## config.mk

```make
export PLATFORM = sky130hd
export DESIGN_NAME = joliet_name_to_utf8_top
export DESIGN_NICKNAME = d
export VERILOG_FILES = /design/src/jn2u_pkg.sv /design/src/jn2u_front.sv /design/src/jn2u_cmd_queue.sv /design/src/jn2u_back.sv /design/src/joliet_name_to_utf8_top.sv
export SDC_FILE = /design/constraint.sdc
export NUM_CORES = 1
export LEC_CHECK = 0
export BUFFER_PORTS_ARGS = -buffer_cell sky130_fd_sc_hd__buf_2
export CAP_MARGIN = 40
export CORE_ASPECT_RATIO = 0.7
export CORE_UTILIZATION = 25
export CTS_CLUSTER_DIAMETER = 60
export DETAILED_ROUTE_END_ITERATION = 6
export PLACE_DENSITY = 0.49
export SLEW_MARGIN = 20
export SYNTH_ARGS = -nofsm -noshare
export SYNTH_HDL_FRONTEND = slang
export SYNTH_SLANG_ARGS = --single-unit
```

## constraint.sdc

```tcl
create_clock -name i_clk -period 7.32 [get_ports i_clk]
set_input_delay 1.464 -clock i_clk [delete_from_list [all_inputs] [get_ports i_clk]]
set_output_delay 1.464 -clock i_clk [all_outputs]
set_load 0.05 [all_outputs]
```

## src/jn2u_pkg.sv

```systemverilog
// ----------------------------------------------------------------------------
// jn2u_pkg
// Shared types and constants for the Joliet name to UTF-8 converter.
// ----------------------------------------------------------------------------
package jn2u_pkg;

    // byte budget of one name
    localparam logic [7:0] NAME_LIMIT = 8'd128;

    // code unit classes
    localparam logic [15:0] ASCII_MAX      = 16'h007f;
    localparam logic [15:0] THREE_BYTE_MIN = 16'h0800;

    // utf-8 framing
    localparam logic [7:0] LEAD3     = 8'he0;
    localparam logic [7:0] LEAD2     = 8'hc0;
    localparam logic [7:0] CONT      = 8'h80;
    localparam logic [7:0] CONT_MASK = 8'h3f;

    // suffix and dot characters
    localparam logic [7:0] CHAR_SEMI = 8'h3b;
    localparam logic [7:0] CHAR_ONE  = 8'h31;
    localparam logic [7:0] CHAR_DOT  = 8'h2e;

    // result kinds
    localparam logic KIND_BYTE   = 1'b0;
    localparam logic KIND_LENGTH = 1'b1;

    // command queue depth
    localparam int CMD_DEPTH = 2;

    // work for the back end: up to three bytes and an optional length report
    typedef struct packed {
        logic [1:0] cnt;
        logic [7:0] b0;
        logic [7:0] b1;
        logic [7:0] b2;
        logic       last;
    } t_cmd;

    // one result item
    typedef struct packed {
        logic       kind;
        logic [7:0] position;
        logic [7:0] byte_value;
        logic [7:0] name_length;
        logic       run_end;
    } t_res;

endpackage

```

## src/jn2u_front.sv

```systemverilog
// ----------------------------------------------------------------------------
// jn2u_front
// Accepts code units, applies zero stop and byte budget, and issues commands.
// ----------------------------------------------------------------------------
module jn2u_front (
    input  logic          i_clk,
    input  logic          i_rst_n,
    input  logic          i_push,
    input  logic [15:0]   i_code_unit,
    input  logic          i_last,
    input  logic          i_q_full,
    output logic          o_cmd_push,
    output jn2u_pkg::t_cmd o_cmd
);
    import jn2u_pkg::*;

    logic       r_halted;
    logic       n_halted;
    logic [7:0] r_budget;
    logic [7:0] n_budget;
    logic       accept;
    logic       is_ascii;
    logic       is_three;
    logic [7:0] need;
    t_cmd       cmd;

    assign accept   = i_push && !i_q_full;
    assign is_ascii = (i_code_unit <= ASCII_MAX);
    assign is_three = (i_code_unit >= THREE_BYTE_MIN);
    assign need     = is_three ? 8'd3 : 8'd2;

    // classify the unit and build the command
    always_comb begin
        n_halted = r_halted;
        n_budget = r_budget;
        cmd.cnt  = 2'd0;
        cmd.b0   = 8'h00;
        cmd.b1   = 8'h00;
        cmd.b2   = 8'h00;
        cmd.last = i_last;
        if (!r_halted && i_code_unit == 16'h0000) begin
            n_halted = 1'b1;
        end else if (!r_halted && r_budget != 8'd0) begin
            if (is_ascii) begin
                cmd.cnt  = 2'd1;
                cmd.b0   = i_code_unit[7:0];
                n_budget = r_budget - 8'd1;
            end else if (need > r_budget) begin
                n_budget = r_budget - 8'd1;
            end else if (is_three) begin
                cmd.cnt  = 2'd3;
                cmd.b0   = LEAD3 | {4'h0, i_code_unit[15:12]};
                cmd.b1   = CONT | ({2'b00, i_code_unit[11:6]} & CONT_MASK);
                cmd.b2   = CONT | ({2'b00, i_code_unit[5:0]} & CONT_MASK);
                n_budget = r_budget - 8'd3;
            end else begin
                cmd.cnt  = 2'd2;
                cmd.b0   = LEAD2 | {3'b000, i_code_unit[10:6]};
                cmd.b1   = CONT | ({2'b00, i_code_unit[5:0]} & CONT_MASK);
                n_budget = r_budget - 8'd2;
            end
        end
        // last unit starts a fresh name
        if (i_last) begin
            n_halted = 1'b0;
            n_budget = NAME_LIMIT;
        end
    end

    assign o_cmd_push = accept && (cmd.cnt != 2'd0 || i_last);
    assign o_cmd      = cmd;

    // budget and stop state
    always_ff @(posedge i_clk) begin
        if (!i_rst_n) begin
            r_halted <= 1'b0;
            r_budget <= NAME_LIMIT;
        end else if (accept) begin
            r_halted <= n_halted;
            r_budget <= n_budget;
        end
    end

endmodule

```

## src/jn2u_cmd_queue.sv

```systemverilog
// ----------------------------------------------------------------------------
// jn2u_cmd_queue
// Short command queue between the front and back ends.
// ----------------------------------------------------------------------------
module jn2u_cmd_queue (
    input  logic           i_clk,
    input  logic           i_rst_n,
    input  logic           i_push,
    input  jn2u_pkg::t_cmd i_cmd,
    output logic           o_full,
    input  logic           i_pop,
    output logic           o_empty,
    output jn2u_pkg::t_cmd o_cmd
);
    import jn2u_pkg::*;

    localparam int PtrW = $clog2(CMD_DEPTH);
    localparam int CntW = $clog2(CMD_DEPTH + 1);

    t_cmd            r_mem [CMD_DEPTH];
    logic [PtrW-1:0] r_wr_ptr;
    logic [PtrW-1:0] r_rd_ptr;
    logic [CntW-1:0] r_count;
    logic            do_push;
    logic            do_pop;

    assign o_full  = (r_count == CntW'(CMD_DEPTH));
    assign o_empty = (r_count == '0);
    assign do_push = i_push && !o_full;
    assign do_pop  = i_pop && !o_empty;
    assign o_cmd   = r_mem[r_rd_ptr];

    // storage
    always_ff @(posedge i_clk) begin
        if (do_push) begin
            r_mem[r_wr_ptr] <= i_cmd;
        end
    end

    // pointers and fill count
    always_ff @(posedge i_clk) begin
        if (!i_rst_n) begin
            r_wr_ptr <= '0;
            r_rd_ptr <= '0;
            r_count  <= '0;
        end else begin
            if (do_push) begin
                r_wr_ptr <= (r_wr_ptr == PtrW'(CMD_DEPTH - 1)) ? '0 : r_wr_ptr + 1'b1;
            end
            if (do_pop) begin
                r_rd_ptr <= (r_rd_ptr == PtrW'(CMD_DEPTH - 1)) ? '0 : r_rd_ptr + 1'b1;
            end
            if (do_push && !do_pop) begin
                r_count <= r_count + 1'b1;
            end else if (do_pop && !do_push) begin
                r_count <= r_count - 1'b1;
            end
        end
    end

endmodule

```

## src/jn2u_back.sv

```systemverilog
// ----------------------------------------------------------------------------
// jn2u_back
// Expands commands into result items held in an output queue, one per cycle
// while it has room, and tracks the written bytes and trailing suffix state.
// ----------------------------------------------------------------------------
module jn2u_back (
    input  logic           i_clk,
    input  logic           i_rst_n,
    input  logic           i_cmd_valid,
    input  jn2u_pkg::t_cmd i_cmd,
    output logic           o_cmd_pop,
    input  logic           i_pop,
    output logic           o_empty,
    output jn2u_pkg::t_res o_res
);
    import jn2u_pkg::*;

    // expansion state
    logic [1:0] r_step;
    logic [7:0] r_count;
    // end of last non-dot byte for the current length and the two before
    logic [7:0] r_p0;
    logic [7:0] r_p1;
    logic [7:0] r_p2;
    // last and second-to-last written bytes
    logic [7:0] r_b0;
    logic [7:0] r_b1;

    // output queue
    t_res       r_oq [2];
    logic       r_oq_wr;
    logic       r_oq_rd;
    logic [1:0] r_oq_count;

    logic       oq_has_room;
    logic       oq_pop;
    logic       fire;
    logic       emit_byte;
    logic [7:0] cur_byte;
    logic       semi;
    logic [7:0] base_len;
    logic [7:0] base_p;
    logic [7:0] final_len;
    t_res       res;

    assign oq_has_room = (r_oq_count != 2'd2);
    assign oq_pop      = i_pop && (r_oq_count != 2'd0);
    assign fire        = i_cmd_valid && oq_has_room;
    assign emit_byte   = (r_step < i_cmd.cnt);

    // byte select for this step
    always_comb begin
        case (r_step)
            2'd0:    cur_byte = i_cmd.b0;
            2'd1:    cur_byte = i_cmd.b1;
            default: cur_byte = i_cmd.b2;
        endcase
    end

    // final length after suffix and dot stripping
    always_comb begin
        semi     = (r_count > 8'd2) && (r_b1 == CHAR_SEMI) && (r_b0 == CHAR_ONE);
        base_len = semi ? (r_count - 8'd2) : r_count;
        base_p   = semi ? r_p2 : r_p0;
        if (base_len == 8'd0) begin
            final_len = 8'd0;
        end else if (base_p == 8'd0) begin
            final_len = 8'd1;
        end else begin
            final_len = base_p;
        end
    end

    // result for this cycle
    always_comb begin
        if (emit_byte) begin
            res.kind        = KIND_BYTE;
            res.position    = r_count;
            res.byte_value  = cur_byte;
            res.name_length = 8'd0;
            res.run_end     = (r_step == i_cmd.cnt - 2'd1) && !i_cmd.last;
        end else begin
            res.kind        = KIND_LENGTH;
            res.position    = 8'd0;
            res.byte_value  = 8'd0;
            res.name_length = final_len;
            res.run_end     = 1'b1;
        end
    end

    assign o_cmd_pop = fire && (emit_byte ? ((r_step == i_cmd.cnt - 2'd1) && !i_cmd.last)
                                          : 1'b1);

    // step counter and name tracking
    always_ff @(posedge i_clk) begin
        if (!i_rst_n) begin
            r_step  <= 2'd0;
            r_count <= 8'd0;
            r_p0    <= 8'd0;
            r_p1    <= 8'd0;
            r_p2    <= 8'd0;
        end else if (fire) begin
            if (emit_byte) begin
                r_count <= r_count + 8'd1;
                r_p0    <= (cur_byte != CHAR_DOT) ? r_count + 8'd1 : r_p0;
                r_p1    <= r_p0;
                r_p2    <= r_p1;
                r_step  <= o_cmd_pop ? 2'd0 : r_step + 2'd1;
            end else begin
                r_step  <= 2'd0;
                r_count <= 8'd0;
                r_p0    <= 8'd0;
                r_p1    <= 8'd0;
                r_p2    <= 8'd0;
            end
        end
    end

    // trailing byte history
    always_ff @(posedge i_clk) begin
        if (fire && emit_byte) begin
            r_b0 <= cur_byte;
            r_b1 <= r_b0;
        end
    end

    // output queue storage
    always_ff @(posedge i_clk) begin
        if (fire) begin
            r_oq[r_oq_wr] <= res;
        end
    end

    // output queue pointers
    always_ff @(posedge i_clk) begin
        if (!i_rst_n) begin
            r_oq_wr    <= 1'b0;
            r_oq_rd    <= 1'b0;
            r_oq_count <= 2'd0;
        end else begin
            if (fire) begin
                r_oq_wr <= ~r_oq_wr;
            end
            if (oq_pop) begin
                r_oq_rd <= ~r_oq_rd;
            end
            if (fire && !oq_pop) begin
                r_oq_count <= r_oq_count + 2'd1;
            end else if (oq_pop && !fire) begin
                r_oq_count <= r_oq_count - 2'd1;
            end
        end
    end

    assign o_empty = (r_oq_count == 2'd0);
    assign o_res   = r_oq[r_oq_rd];

endmodule

```

## src/joliet_name_to_utf8_top.sv

```systemverilog
// ----------------------------------------------------------------------------
// joliet_name_to_utf8_top
// Converts UCS-2 Joliet name units to UTF-8 bytes with positions and
// reports the stripped name length on the last unit.
//
//   channel  | handshake        | payload
//   ---------+------------------+---------------------------------------------
//   input    | i_push / o_full  | i_code_unit, i_last
//   result   | o_empty / i_pop  | o_kind, o_position, o_byte_value,
//            |                  | o_name_length, o_run_end
//
// A unit is taken every cycle while the two-entry command queue has room.
// The back end emits one result per cycle while its output queue has room:
// a unit yields one result per UTF-8 byte, plus one for the length if last.
// A unit that writes nothing and is not last is not passed to the back end.
// Results leave through a two-entry output queue; pop stalls reach the input
// only once both queues are full. Reset is synchronous and needs no clearing.
// ----------------------------------------------------------------------------
module joliet_name_to_utf8_top (
    input  logic        i_clk,
    input  logic        i_rst_n,
    input  logic        i_push,
    output logic        o_full,
    input  logic [15:0] i_code_unit,
    input  logic        i_last,
    output logic        o_empty,
    input  logic        i_pop,
    output logic        o_kind,
    output logic [7:0]  o_position,
    output logic [7:0]  o_byte_value,
    output logic [7:0]  o_name_length,
    output logic        o_run_end
);
    import jn2u_pkg::*;

    logic cmd_push;
    logic cmd_full;
    logic cmd_empty;
    logic cmd_pop;
    t_cmd cmd_in;
    t_cmd cmd_out;
    t_res res;

    // front end
    jn2u_front u_front (
        .i_clk       (i_clk),
        .i_rst_n     (i_rst_n),
        .i_push      (i_push),
        .i_code_unit (i_code_unit),
        .i_last      (i_last),
        .i_q_full    (cmd_full),
        .o_cmd_push  (cmd_push),
        .o_cmd       (cmd_in)
    );

    // command queue
    jn2u_cmd_queue u_queue (
        .i_clk   (i_clk),
        .i_rst_n (i_rst_n),
        .i_push  (cmd_push),
        .i_cmd   (cmd_in),
        .o_full  (cmd_full),
        .i_pop   (cmd_pop),
        .o_empty (cmd_empty),
        .o_cmd   (cmd_out)
    );

    // back end
    jn2u_back u_back (
        .i_clk       (i_clk),
        .i_rst_n     (i_rst_n),
        .i_cmd_valid (!cmd_empty),
        .i_cmd       (cmd_out),
        .o_cmd_pop   (cmd_pop),
        .i_pop       (i_pop),
        .o_empty     (o_empty),
        .o_res       (res)
    );

    assign o_full        = cmd_full;
    assign o_kind        = res.kind;
    assign o_position    = res.position;
    assign o_byte_value  = res.byte_value;
    assign o_name_length = res.name_length;
    assign o_run_end     = res.run_end;

    // checks
    a_no_push_full: assert property (@(posedge i_clk) disable iff (!i_rst_n)
        !(cmd_push && cmd_full))
        else $error("command pushed into full queue");

    a_no_pop_empty: assert property (@(posedge i_clk) disable iff (!i_rst_n)
        !(cmd_pop && cmd_empty))
        else $error("command popped from empty queue");

    a_length_ends_run: assert property (@(posedge i_clk) disable iff (!i_rst_n)
        (!o_empty && o_kind == KIND_LENGTH) |-> (o_run_end && o_position == 8'd0))
        else $error("length result malformed");

    a_byte_in_budget: assert property (@(posedge i_clk) disable iff (!i_rst_n)
        (!o_empty && o_kind == KIND_BYTE) |-> (o_position < NAME_LIMIT))
        else $error("byte position beyond budget");

endmodule
```

==> metrics.log <==
[metrics] status: finished, final reports clean
[metrics] setup violation total in the final timing report: 0
[metrics] share of the yosys chip area belonging to registers: 59.9%
[metrics] reported leakage power: 3.10 nW
[metrics] hold buffers post-CTS: 0
[metrics] number of CTS-inserted buffers: 17
[metrics] Die Span X: 210 um
[metrics] CP Max Fanout: 15
[metrics] clk slew on worst S/H paths: 0.06 ns
[metrics] global routing usage summed across all routing layers: 11.6%
[metrics] via total after detailed routing: 4976
[metrics] Antenna Nets Post-Route: 0
[metrics] worst hold path type: reg2reg
[metrics] Unique masters post-synth: 65
[metrics] vias per cell: 4.50
[metrics] global route total overflow: 0
[metrics] post-synthesis instance area: 7580 um2
[metrics] # resized after CTS: 0
[metrics] worst vdd rail ir drop: 0.000200 V
[metrics] Top-Level Pins: 49
[metrics] Remaining DRCs: 0
[metrics] total of buffers placed on input and output ports: 48
[metrics] Skew-Pair Late Insertion Delay: 0.43 ns
[metrics] post-layout min period: 4.35 ns
[metrics] Synth warnings: 0
[metrics] Hold Fails Final Rpt: 0
[metrics] power per cell area: 419 nW/um2
[metrics] most frequent cells in the layout: sky130_fd_sc_hd__edfxtp_1, sky130_fd_sc_hd__nor2_1, sky130_fd_sc_hd__dfxtp_1
[metrics] Post-DP HPWL: 12.0 mm
[metrics] initial antenna violation count: 0
[metrics] core area: 29300 um2
[metrics] count of TritonRoute iterations in the first routing pass: 4
[metrics] overall power consumption: 3.74 mW
[metrics] die extent in y: 148 um
[metrics] max-slew violation total from the final report: 0
[metrics] TritonCTS clock tree: yes
[metrics] routed len/inst: 15.6 um
[metrics] synthesized flop and latch total: 169
[metrics] number of synthesized flops with an enable pin: 116
[metrics] number of global-route vias before repair: 4666
[metrics] postcts setup bufs: 0
[metrics] kind of critical path: in2reg
[metrics] final sum of negative setup slack: 0 ns
[metrics] main flop type after synthesis: sky130_fd_sc_hd__edfxtp_1
[metrics] final cycle utilization of the critical path: 59.4%
[metrics] Iteration-0 DRC Markers: 313
[metrics] DIE AREA: 31100 um2
[metrics] setup repair after global routing missed its margin: no
[metrics] clock root cell: sky130_fd_sc_hd__clkbuf_16
[metrics] Max Clock Freq: 230 MHz
[metrics] mean area per synthesized cell: 11.9 um2
[metrics] data required time at the worst endpoint: 7.45 ns
[metrics] global-route wire length before repair: 27.4 mm
[metrics] maximum number of buffers from clock root to sink: 2
[metrics] antenna diode count: 0
[metrics] maximum level of the CTS H-tree: 4
[metrics] final wirelength: 17.2 mm
[metrics] most common library cell in the layout ignoring fill and taps: sky130_fd_sc_hd__edfxtp_1
[metrics] share of layout cells above drive strength 1: 21.0%
[metrics] final layout net count: 725
[metrics] share of synthesized flip-flops with an asynchronous set or reset: 0%
[metrics] crit path capture type: flip-flop
[metrics] number of nets in the synthesized netlist: 675
[metrics] setup slack, reg-to-reg: 4.12 ns
[metrics] RePlAce Congestion: 0.815
[metrics] initial core utilization: 25.8%
[metrics] number of max-capacitance violations reported: 0
[metrics] maximum clock skew at final layout: 0.0106 ns
[metrics] Area Growth Syn to Fin: 17.7%
[metrics] maximum number of pins on one net before global-route repair: 45
[metrics] Rel. slew slack: 48.9%
[metrics] endpoint arrival time on the critical path: 4.48 ns
[metrics] crit path launch type: primary input
[metrics] synthesized instance count: 637
[metrics] Worst Tran Pin Value: 0.766 ns
[metrics] Sinks on Clock Net: 169
[metrics] smallest hold slack: 0.453 ns
[metrics] Row Count: 52
## stage by stage
step           instances  cell area [um2]  utilization, %  setup slack (ns)
5_1_grt             1105             8930            30.4              2.72
6_report            1105             8930            30.4              2.97
3_5_place_dp        1069             8280            28.2              2.59
3_3_place_gp        1067             8260            28.1              2.44
2_1_floorplan        637             7580               -              3.07
4_1_cts             1101             8860            30.2              3.05
## worst max-delay path, cell delays in order
cell	delay [ns]
sky130_fd_sc_hd__buf_2	0.11
sky130_fd_sc_hd__nor4_1	0.50
sky130_fd_sc_hd__nand2_1	0.31
sky130_fd_sc_hd__ha_1	0.35
sky130_fd_sc_hd__o21ai_0	0.13
sky130_fd_sc_hd__and3_1	0.26
sky130_fd_sc_hd__mux2_2	0.26
sky130_fd_sc_hd__o21ai_1	0.23
sky130_fd_sc_hd__nand3_1	0.14
sky130_fd_sc_hd__inv_1	0.48
sky130_fd_sc_hd__buf_6	0.25
## power breakdown
group	internal, mW	switching [mW]
combinational	0.419	0.925
clock	0.527	0.375
sequential	1.37	0.127
total	2.31	1.43
## layer usage
metal / GRT usage [%] / up-vias / wire length, um
li1: - / 2478 / -
met1: 18.8 / 2382 / 10100
met2: 14.0 / 98 / 6200
met3: 3.27 / 18 / 713
met4: 3.39 / 0 / 189
met5: 0 / - / 0
## synth_stat cells, types with 6 or more instances
library cell | number | area (um2)
sky130_fd_sc_hd__a21oi_1 | 32 | 160
sky130_fd_sc_hd__a22o_1 | 17 | 149
sky130_fd_sc_hd__a22oi_1 | 22 | 165
sky130_fd_sc_hd__and2_1 | 20 | 125
sky130_fd_sc_hd__buf_2 | 6 | 30.0
sky130_fd_sc_hd__clkbuf_1 | 19 | 71.3
sky130_fd_sc_hd__dfxtp_1 | 53 | 1060
sky130_fd_sc_hd__edfxtp_1 | 116 | 3480
sky130_fd_sc_hd__ha_1 | 17 | 213
sky130_fd_sc_hd__inv_1 | 17 | 63.8
sky130_fd_sc_hd__inv_2 | 8 | 30.0
sky130_fd_sc_hd__mux2_2 | 31 | 349
sky130_fd_sc_hd__mux2i_1 | 10 | 100
sky130_fd_sc_hd__nand2_1 | 38 | 143
sky130_fd_sc_hd__nand3_1 | 12 | 60.1
sky130_fd_sc_hd__nor2_1 | 64 | 240
sky130_fd_sc_hd__nor3_1 | 12 | 60.1
sky130_fd_sc_hd__nor3b_1 | 6 | 45.0
sky130_fd_sc_hd__nor4_1 | 6 | 37.5
sky130_fd_sc_hd__o21ai_0 | 12 | 60.1
sky130_fd_sc_hd__o21ai_1 | 13 | 65.1
sky130_fd_sc_hd__or4_1 | 7 | 52.6
sky130_fd_sc_hd__xnor2_1 | 6 | 52.6
sky130_fd_sc_hd__xor2_1 | 10 | 87.6
## path summary, 6_finish.rpt
| kind | from | endpoint | cells after the start |
|---|---|---|---|
| hold / removal | u_back.r_b0[5] | u_back.r_b1[5] | 0 |
| hold reg to reg | u_back.r_b0[5] | u_back.r_b1[5] | 0 |
| setup reg to reg | flip-flop | u_queue.r_count[1] | 8 |
| setup / recovery | i_code_unit[15] | u_queue.r_mem[0][6] | 11 |
## registers in the layout (all words and copies together), names as in the netlist, 8 cells and up, named ones only
| signal | cells |
|---|---|
| u_back.r_p0 | 8 |
| u_back.r_b0 | 8 |
| u_back.r_count | 8 |
| u_queue.r_mem | 48 |
| u_back.r_b1 | 8 |
| u_back.r_p2 | 8 |
| u_back.r_oq | 52 |
| u_back.r_p1 | 8 |
| u_front.r_budget | 8 |
## cells by family after synthesis
group,Yosys count,synth area share [%]
xor+xnor,16,1.85
buf+inv,53,2.82
fa+ha+maj,17,2.80
simple gates,201,13.6
flops,169,59.9
compound gates,138,12.8
mux,43,6.22
## cell type report
type / instances / area, um2
Timing Repair Buffer: 59 / 362
Multi-Input combinational cell: 415 / 2840
Inverter: 25 / 93.8
Clock buffer: 23 / 469
Clock inverter: 9 / 115
Tap cell: 405 / 507
Sequential cell: 169 / 4550
Fill cell: 3018 / 20400
Note: power is estimated with default switching activity, not from simulation.
